**src/hw/rtl/lru_pkg.sv**
```systemverilog
`timescale 1ns / 1ps

package lru_pkg;

  localparam int PROCS      = 32;
  localparam int PAGES      = 16;
  localparam int PAGE_BYTES = 128;

  localparam int SLOT_W   = $clog2(PROCS);
  localparam int PG_W     = $clog2(PAGES);
  localparam int PB_SHIFT = $clog2(PAGE_BYTES);
  localparam int IDX_W    = PG_W + 1;
  localparam int PC_W     = 11;
  localparam int MASK_W   = 16;

  // stamps never exceed the saturated tick, which stays below 2^30
  localparam int STAMP_W = 30;
  localparam logic [STAMP_W-1:0] TICK_MAX = STAMP_W'(999999999);

  localparam int MEM_DEPTH = PROCS * PAGES;
  localparam int MEM_AW    = SLOT_W + PG_W;

  typedef enum logic [1:0] {
    ST_CLEAR,
    ST_IDLE,
    ST_SEARCH,
    ST_DONE
  } state_t;

  typedef struct packed {
    logic            fault;
    logic [PG_W-1:0] needed_page;
    logic            evict_valid;
    logic [PG_W-1:0] evict_page;
  } res_t;

  typedef struct packed {
    logic               we;
    logic [MEM_AW-1:0]  waddr;
    logic [STAMP_W-1:0] wdata;
    logic               re;
    logic [MEM_AW-1:0]  raddr;
  } mem_cmd_t;

endpackage

```
**src/hw/rtl/lru_in_if.sv**
```systemverilog
`timescale 1ns / 1ps

interface lru_in_if;
  logic                      valid;
  logic                      ready;
  logic [lru_pkg::SLOT_W-1:0] proc_slot;
  logic                      active;
  logic [lru_pkg::PC_W-1:0]   prog_counter;
  logic [lru_pkg::MASK_W-1:0] resident_mask;
  logic                      pagein_refused;

  modport source (
    output valid, proc_slot, active, prog_counter, resident_mask, pagein_refused,
    input  ready
  );

  modport sink (
    input  valid, proc_slot, active, prog_counter, resident_mask, pagein_refused,
    output ready
  );
endinterface

```
**src/hw/rtl/lru_ctrl.sv**
```systemverilog
`timescale 1ns / 1ps

module lru_ctrl (
  input  logic                          clk,
  input  logic                          rst,
  lru_in_if.sink                        req,
  output lru_pkg::mem_cmd_t             mem,
  input  logic [lru_pkg::STAMP_W-1:0]   rdata,
  output logic                          res_valid,
  output lru_pkg::res_t                 res,
  input  logic                          res_take
);

  lru_pkg::state_t state, state_next;

  logic [lru_pkg::MEM_AW-1:0]  clr_addr;
  logic [lru_pkg::STAMP_W-1:0] tick;
  logic [lru_pkg::SLOT_W-1:0]  slot_r;
  logic [lru_pkg::MASK_W-1:0]  mask_r;
  logic [lru_pkg::IDX_W-1:0]   idx;
  logic                        rd_vld;
  logic [lru_pkg::PG_W-1:0]    rd_page;
  logic                        found;
  logic [lru_pkg::STAMP_W-1:0] best;
  logic [lru_pkg::PG_W-1:0]    best_page;

  logic                        acc;
  logic [lru_pkg::PG_W-1:0]    page_in;
  logic                        miss_in;
  logic                        hit;
  logic                        last;
  logic                        found_next;
  logic [lru_pkg::STAMP_W-1:0] best_next;
  logic [lru_pkg::PG_W-1:0]    best_page_next;

  assign req.ready = (state == lru_pkg::ST_IDLE);
  assign acc       = req.valid && req.ready;
  assign res_valid = (state == lru_pkg::ST_DONE);

  assign page_in = lru_pkg::PG_W'(req.prog_counter >> lru_pkg::PB_SHIFT);
  assign miss_in = !req.resident_mask[page_in];

  // strict compare keeps the lowest page on equal stamps
  assign hit  = rd_vld && mask_r[rd_page] && (!found || rdata < best);
  assign last = rd_vld && (rd_page == lru_pkg::PG_W'(lru_pkg::PAGES - 1));

  assign found_next     = found || hit;
  assign best_next      = hit ? rdata : best;
  assign best_page_next = hit ? rd_page : best_page;

  always_ff @(posedge clk) begin
    if (rst) begin
      state    <= lru_pkg::ST_CLEAR;
      clr_addr <= '0;
      tick     <= lru_pkg::STAMP_W'(1);
      rd_vld   <= 1'b0;
    end else begin
      state  <= state_next;
      rd_vld <= (state == lru_pkg::ST_SEARCH) && !idx[lru_pkg::PG_W];
      if (state == lru_pkg::ST_CLEAR) begin
        clr_addr <= clr_addr + 1'b1;
      end
      if (acc && tick < lru_pkg::TICK_MAX) begin
        tick <= tick + 1'b1;
      end
    end
  end

  always_ff @(posedge clk) begin
    if (acc) begin
      slot_r          <= req.proc_slot;
      mask_r          <= req.resident_mask;
      idx             <= '0;
      found           <= 1'b0;
      best            <= '0;
      best_page       <= '0;
      res.fault       <= req.active && miss_in;
      res.needed_page <= req.active ? page_in : '0;
      res.evict_valid <= 1'b0;
      res.evict_page  <= '0;
    end
    if (state == lru_pkg::ST_SEARCH) begin
      idx       <= idx + 1'b1;
      rd_page   <= idx[lru_pkg::PG_W-1:0];
      found     <= found_next;
      best      <= best_next;
      best_page <= best_page_next;
      if (last) begin
        res.evict_valid <= found_next;
        res.evict_page  <= best_page_next;
      end
    end
  end

  always_comb begin
    state_next = state;
    mem        = '0;
    unique case (state)
      lru_pkg::ST_CLEAR: begin
        mem.we    = 1'b1;
        mem.waddr = clr_addr;
        if (&clr_addr) begin
          state_next = lru_pkg::ST_IDLE;
        end
      end
      lru_pkg::ST_IDLE: begin
        if (req.valid) begin
          mem.we    = req.active;
          mem.waddr = {req.proc_slot, page_in};
          mem.wdata = tick;
          if (req.active && miss_in && req.pagein_refused) begin
            state_next = lru_pkg::ST_SEARCH;
          end else begin
            state_next = lru_pkg::ST_DONE;
          end
        end
      end
      lru_pkg::ST_SEARCH: begin
        mem.re    = !idx[lru_pkg::PG_W];
        mem.raddr = {slot_r, idx[lru_pkg::PG_W-1:0]};
        if (last) begin
          state_next = lru_pkg::ST_DONE;
        end
      end
      lru_pkg::ST_DONE: begin
        if (res_take) begin
          state_next = lru_pkg::ST_IDLE;
        end
      end
      default: state_next = lru_pkg::ST_CLEAR;
    endcase
  end

  a_no_write_in_search: assert property (@(posedge clk) disable iff (rst)
    (state == lru_pkg::ST_SEARCH) |-> !mem.we)
    else $error("stamp write during victim search");

  a_tick_bounded: assert property (@(posedge clk) disable iff (rst)
    tick <= lru_pkg::TICK_MAX)
    else $error("tick past saturation");

  a_accept_leaves_idle: assert property (@(posedge clk) disable iff (rst)
    acc |=> (state == lru_pkg::ST_SEARCH || state == lru_pkg::ST_DONE))
    else $error("accepted item did not start work");

  a_evict_needs_fault: assert property (@(posedge clk) disable iff (rst)
    (res_valid && res.evict_valid) |-> res.fault)
    else $error("victim reported without a fault");

endmodule

```
**src/flat_wrapper.sv**
```systemverilog
// flat-port wrapper written by rule: the top's interface ports become plain ports
module lru_ctrl_flat 
  (clk, rst, mem, rdata, res_valid, res, res_take, req_valid, req_proc_slot, req_active, req_prog_counter, req_resident_mask, req_pagein_refused, req_ready);
  lru_in_if req_i ();
  input  logic clk;
  input  logic rst;
  output lru_pkg::mem_cmd_t mem;
  input  logic [lru_pkg::STAMP_W-1:0] rdata;
  output logic res_valid;
  output lru_pkg::res_t res;
  input  logic res_take;
  input wire logic [$bits(req_i.valid)-1:0] req_valid;
  input wire logic [$bits(req_i.proc_slot)-1:0] req_proc_slot;
  input wire logic [$bits(req_i.active)-1:0] req_active;
  input wire logic [$bits(req_i.prog_counter)-1:0] req_prog_counter;
  input wire logic [$bits(req_i.resident_mask)-1:0] req_resident_mask;
  input wire logic [$bits(req_i.pagein_refused)-1:0] req_pagein_refused;
  output wire logic [$bits(req_i.ready)-1:0] req_ready;
  assign req_i.valid = req_valid;
  assign req_i.proc_slot = req_proc_slot;
  assign req_i.active = req_active;
  assign req_i.prog_counter = req_prog_counter;
  assign req_i.resident_mask = req_resident_mask;
  assign req_i.pagein_refused = req_pagein_refused;
  assign req_ready = req_i.ready;
  lru_ctrl u_core (.clk(clk), .rst(rst), .req(req_i), .mem(mem), .rdata(rdata), .res_valid(res_valid), .res(res), .res_take(res_take));
endmodule
```
**config.mk**
```make
export PLATFORM = sky130hd
export DESIGN_NAME = lru_ctrl_flat
export DESIGN_NICKNAME = d
export VERILOG_FILES = /design/src/hw/rtl/lru_pkg.sv /design/src/hw/rtl/lru_in_if.sv /design/src/hw/rtl/lru_ctrl.sv /design/src/flat_wrapper.sv
export SDC_FILE = /design/constraint.sdc
export NUM_CORES = 1
export LEC_CHECK = 0
export BUFFER_PORTS_ARGS = -buffer_cell sky130_fd_sc_hd__buf_2
export CAP_MARGIN = 20
export CORE_MARGIN = 2
export CORE_UTILIZATION = 35
export CTS_CLUSTER_DIAMETER = 200
export DETAILED_ROUTE_END_ITERATION = 12
export GPL_ROUTABILITY_DRIVEN = 0
export HOLD_SLACK_MARGIN = 0.05
export PLACE_DENSITY = 0.59
export RECOVER_POWER = 100
export SETUP_SLACK_MARGIN = 0.02
export SYNTH_ARGS = -nofsm -noshare
export SYNTH_HDL_FRONTEND = slang
export SYNTH_SLANG_ARGS = --single-unit
```
**constraint.sdc**
```tcl
create_clock -name clk -period 3.74 [get_ports clk]
set_clock_uncertainty 0.05 [all_clocks]
set_input_delay 0.374 -clock clk [delete_from_list [all_inputs] [get_ports clk]]
set_output_delay 0.374 -clock clk [all_outputs]
set_load 0.01 [all_outputs]
```
==> results of run 1 <==
-- state kept, by name (all words and copies together) (netlist names) --
name	flops
u_core.clr_addr	9
u_core.rd_vld	1
u_core.best	30
u_core.idx	5
u_core.rd_page	4
u_core.res	10
u_core.found	1
u_core.state	2
u_core.tick	30
u_core.best_page	4
u_core.slot_r	5
u_core.mask_r	16
-- cells in the mapped netlist, types with 2 or more instances --
cell	count
edfxtp_1	70
and2_1	51
dfxtp_1	47
inv_1	42
nor2_1	41
ha_1	37
and3_1	35
nand2_1	31
a21oi_1	25
nand3_1	22
xor2_1	21
clkbuf_1	20
nand4_1	20
o21ai_0	15
or3_1	10
a22o_1	9
mux2i_1	9
mux4_2	9
a21o_1	6
a211oi_1	5
nor2b_1	5
xnor2_1	5
a22oi_1	4
buf_2	4
nand2b_1	4
nor3_1	4
o31ai_1	3
or4_1	3
a31oi_1	2
and3_2	2
and4_1	2
buf_6	2
nand4_4	2
nand4b_1	2
o21ai_1	2
-- cell type report --
cell class	count	area, um2	area share (%)
inverter	43	161	2.17
clock inverter	12	156	2.10
tap	225	282	3.78
clock buffer	20	437	5.86
multi-input combinational	400	2830	38.0
timing repair buffer	127	542	7.27
sequential	117	3040	40.8
-- final timing paths --
kind                                                     from                             to  slack (ps)  cells past startpoint
worst min register to register          u_core.res[1]$_DFF_P_          u_core.res[1]$_DFF_P_         420                      2
worst max-delay path             u_core.state[1]$_SDFFE_PP0P_                        mem[41]         490                      7
worst min-delay path                     req_resident_mask[0]     u_core.mask_r[0]$_DFFE_PP_          90                      1
worst max register to register  u_core.best[29]$_SDFFCE_PP0P_  u_core.best[20]$_SDFFCE_PP0P_         510                      7
-- worst max-delay path, delay by kind of cell (launching register included) --
family / cells / cell delay (ps)
buffers and inverters: 4 / 1050
AND/OR/NAND/NOR: 1 / 430
adder cells (fa/ha/maj): 1 / 190
AO/OA/AOI/OAI: 1 / 370
flip-flops: 1 / 370
-- where the power goes --
group / total (mW) / switching [mW] / internal (mW)
clock: 1.64 / 0.588 / 1.05
sequential: 1.37 / 0.00712 / 1.37
combinational: 0.115 / 0.0645 / 0.0505
-- kinds of logic after synthesis --
logic type      count (synthesis)
fa+ha+maj                      37
xor+xnor                       26
simple gates                  240
buf+inv                        70
mux                            18
compound gates                 79
flops                         117
-- metal layers --
metal  up-vias  GRT usage (%)
met5         -              0
met4         0           6.30
met3        13           3.70
met2       116           25.5
met1      2285           19.5
li1       2355              -
==> reports/summary.txt, run 1 <==
status = completed
Syn Std Cell Area = 6190 um2
total number of vias = 4769
Placement Setup Slack = 630 ps
Synth Area in Adders = 7.48%
met1 wire length = 6480 um
wire per inst = 15.1 um
worst vdd ir = 0.000338 V
die span in y = 137 um
setup bufs post-CTS = 0
vias in the first global route = 4655
# H-tree levels = 4
most frequent cells in the layout = clkbuf_1, edfxtp_1, buf_2, dfxtp_1, inv_1
Tot GR Track Use = 15.5%
Syn Nets = 692
register area share after synthesis = 49.2%
cell count after synthesis = 587
Hold Vio Cnt, Final = 0
fin area = 7450 um2
Placed Cells = 912
Synth Area per Inst = 10.5 um2
DRT antenna net count = 0
multiplexer share of the synthesized area = 4.73%
kind of end point of the critical path = output pin
HPWL after detailed placement = 10200 um
Post-DP Area = 7010 um2
Clock Sinks = 117
YS warnings = 0
Initial Util = 35.8%
synth top area cells = edfxtp_1, dfxtp_1, ha_1
fill cell count = 1714
fin cells = 944
crit-path most repeated cell = clkbuf_1
final count of pins violating max slew = 0
Pwr Total = 3.12 mW
CP cell instances = inv_1 > ha_1 > nand2_1 > clkbuf_1 > clkinv_1 > a22o_1 > clkbuf_1
final setup margin = 491 ps
nets = 811
total grt overflow = 0
WHS = 94.9 ps
share of layout cells above drive strength 1 = 13.1%
Clk Latency, worst-skew pair = 420 ps
leakage = 3.08 nW
Vias per Instance = 5.05
xor/xnor share of the synthesized area = 3.68%
type of the most critical hold path = input port to register
fin crit period = 3250 ps
top cell type by total area after synthesis = edfxtp_1
Post-synth EDFFs = 70
Async SR Flop Fraction = 0%
Synth top area share = 34.0%
CP Data Required Time = 3320 ps
routed wl met3 = 755 um
Slowest-stage cell, CP = clkinv_1
met2 wire len = 6870 um
Std-Cell Rows = 48
CP max stage delay = 500 ps
Root Driver = clkbuf_16
RSZ-0062 raised after global routing = false
initial antenna violation count = 0
fmax = 0.308 GHz
Clock Pin Slew Worst Setup and Hold Paths = 60 ps
worst path arrival time = 2820 ps
number of max-cap violations = 0
DR iter-0 viols = 263
WS Path Type = register to output pin
IO Port Bufs = 122
flops & latches, synth = 117
final core utilization = 43.1%
CTS buffer count = 17
# diodes = 0
Synth Flop Type = edfxtp_1
Routed WL = 14300 um
pin count of the biggest net entering global routing = 43
DRC Markers = 0
pwr/cell area = 419 nW/um2
Worst setup SP type = register
Max clock buf depth = 2
relative slew slack = 13.4%
first-pass GRT wire length = 22800 um
synthesis-to-finish area growth = 20.5%
DRT Pass-1 Iters = 4
most common cell after layout, fill and taps aside = clkbuf_1
largest family of logic cells by synthesized area = simple AND/OR/NAND/NOR gates
Final period util = 86.9%
hold buffer count at CTS = 0
Gates resized, CTS repair = 0
Synth Area in Compound Gates = 8.50%
worst-margin pin slew = 1300 ps
I/O pins = 130
Die W = 137 um
die area = 18800 um2
# setup viols final = 0
setup TNS = 0 ps
core area = 17300 um2
uppermost routed layer = met4
CTS tree = yes
Crit Path Max Fanout = 15
simple-gate area share of the yosys netlist = 21.8%
Synth cell types = 51
Note: power is estimated with default switching activity, not from simulation.
==> inputs of run 2 (changes only) <==
--- a/config.mk
+++ b/config.mk
@@ -5,6 +5,7 @@
 export SDC_FILE = /design/constraint.sdc
 export NUM_CORES = 1
 export LEC_CHECK = 0
+export ABC_AREA = 1
 export BUFFER_PORTS_ARGS = -buffer_cell sky130_fd_sc_hd__buf_2
 export CAP_MARGIN = 20
 export CORE_MARGIN = 2
==> reports/summary.txt, run 2 <==
Slowest-stage cell, CP = clkbuf_2
HPWL after detailed placement = 11700 um
nets = 1134
CP max stage delay = 660 ps
DRC Markers = 0
Initial Util = 35.5%
WHS = 97.1 ps
flops & latches, synth = 117
Root Driver = clkbuf_16
total number of vias = 5833
Worst setup SP type = register
Worst Path Buf+Inv = 2
core area = 19300 um2
pwr/cell area = 477 nW/um2
# H-tree levels = 4
crit-path most repeated cell = nand2_1
CP top delay family = buffers and inverters
Routed WL = 16000 um
leakage = 3.64 nW
Tot GR Track Use = 16.1%
Synth Flop Type = edfxtp_1
synthesis-to-finish area growth = 18.7%
number of max-cap violations = 0
wire per inst = 12.2 um
Clock Sinks = 117
pin count of the biggest net entering global routing = 47
final setup margin = 827 ps
Vias per Instance = 4.46
Die W = 144 um
Syn Nets = 1010
YS warnings = 0
most numerous cell in the Yosys netlist = nand2_1
setup TNS = 0 ps
worst-margin pin slew = 812 ps
setup bufs post-CTS = 0
fill cell count = 2060
CP Data Required Time = 3730 ps
most common cell after layout, fill and taps aside = nand2_1
register area share after synthesis = 44.3%
kind of end point of the critical path = register
CTS buffer count = 17
top cell type by total area after synthesis = edfxtp_1
Crit Path Max Fanout = 30
hold buffer count at CTS = 0
DR iter-0 viols = 326
vias in the first global route = 5445
relative slew slack = 45.9%
die span in y = 144 um
Gates resized, CTS repair = 0
Final period util = 77.9%
total grt overflow = 0
cell count after synthesis = 905
fin crit period = 2910 ps
worst vdd ir = 0.000314 V
I/O pins = 130
synth cell count leaders = nand2_1, inv_1, nor2_1
# setup viols final = 0
CTS tree = yes
worst path arrival time = 2900 ps
Syn Std Cell Area = 6870 um2
first-pass GRT wire length = 26100 um
CP cell instances = inv_1 > or2_2 > nand2_1 > nand2_1 > nand2_1 > nand2_1 > nor2_1 > nor2_1 > nand2_1 > a21boi_0 > clkbuf_2
synth top area cells = edfxtp_1, nand2_1, dfxtp_1
Placement Setup Slack = 1100 ps
Max clock buf depth = 2
Async SR Flop Fraction = 0%
die area = 20800 um2
Hold Vio Cnt, Final = 0
final count of pins violating max slew = 0
Synth Area per Inst = 7.59 um2
# diodes = 0
initial antenna violation count = 0
Post-synth EDFFs = 70
final core utilization = 42.2%
share of layout cells above drive strength 1 = 9.40%
Synth cell types = 39
RSZ-0062 raised after global routing = false
most frequent cells in the layout = nand2_1, inv_1, nor2_1, clkbuf_1, edfxtp_1
Clock Pin Slew Worst Setup and Hold Paths = 50 ps
WS Path Type = register to register
Clk Latency, worst-skew pair = 420 ps
Top Registers = u_core.best: 30 flops, u_core.tick: 30 flops, u_core.mask_r: 16 flops
type of the most critical hold path = input port to register
DRT Pass-1 Iters = 4
Std-Cell Rows = 51
status = completed
fmax = 0.343 GHz
Synth top area share = 30.6%
DRT antenna net count = 0
IO Port Bufs = 122
run 2: worst register-to-register path, delay by kind of cell, from the launching register on:
family,cells,cell delay (ps)
buf+inv,2,910
compound gates,1,190
flops,1,530
simple gates,8,850
run 2: routing by layer:
metal	global-route usage [%]	up-vias	part of all wire, %
met5	0	-	0
met4	5.88	0	1.6
met3	3.48	20	4.0
met2	27.1	108	48
met1	20.2	2612	47
li1	-	3093	-
run 2: cell type report:
cell class / instances / area, um2 / share of cell area (%)
Timing Repair Buffer: 128 / 551 / 6.75
Sequential cell: 117 / 3040 / 37.3
Inverter: 167 / 629 / 7.72
Multi-Input combinational cell: 598 / 3040 / 37.2
Clock buffer: 19 / 433 / 5.31
Tap cell: 265 / 332 / 4.07
Clock inverter: 13 / 133 / 1.63
run 2: stage by stage:
stage               cells  total power [mW]  instance area (um2)
floorplan             905              2.13                 6870
global placement     1275              2.36                 7730
detailed placement   1275              2.38                 7730
CTS                  1307              3.96                 8300
global route         1307              4.11                 8160
finish               1307              3.89                 8160
run 2: power breakdown:
part	internal, mW	switching (mW)
combinational	0.220	0.478
sequential	1.55	0.0678
clock	0.975	0.598
run 2: final timing paths:
| kind | startpoint | to | slack [ps] | cells past startpoint |
|---|---|---|---|---|
| max reg2reg | u_core.rd_page[0]$_DFFE_PN_ | u_core.best[15]$_SDFFCE_PP0P_ | 830 | 11 |
| max | u_core.rd_page[0]$_DFFE_PN_ | u_core.best[15]$_SDFFCE_PP0P_ | 830 | 11 |
| min | req_proc_slot[0] | u_core.slot_r[0]$_DFFE_PP_ | 100 | 1 |
| min reg2reg | u_core.res[2]$_DFF_P_ | u_core.res[2]$_DFF_P_ | 430 | 2 |
run 2: logic make-up after synthesis:
kind of cell | after synthesis | share of synthesized area, %
fa+ha+maj | 37 | 6.74
simple gates | 454 | 27.3
buf+inv | 190 | 11.1
compound gates | 78 | 6.88
xor+xnor | 29 | 3.70
flops | 117 | 44.3
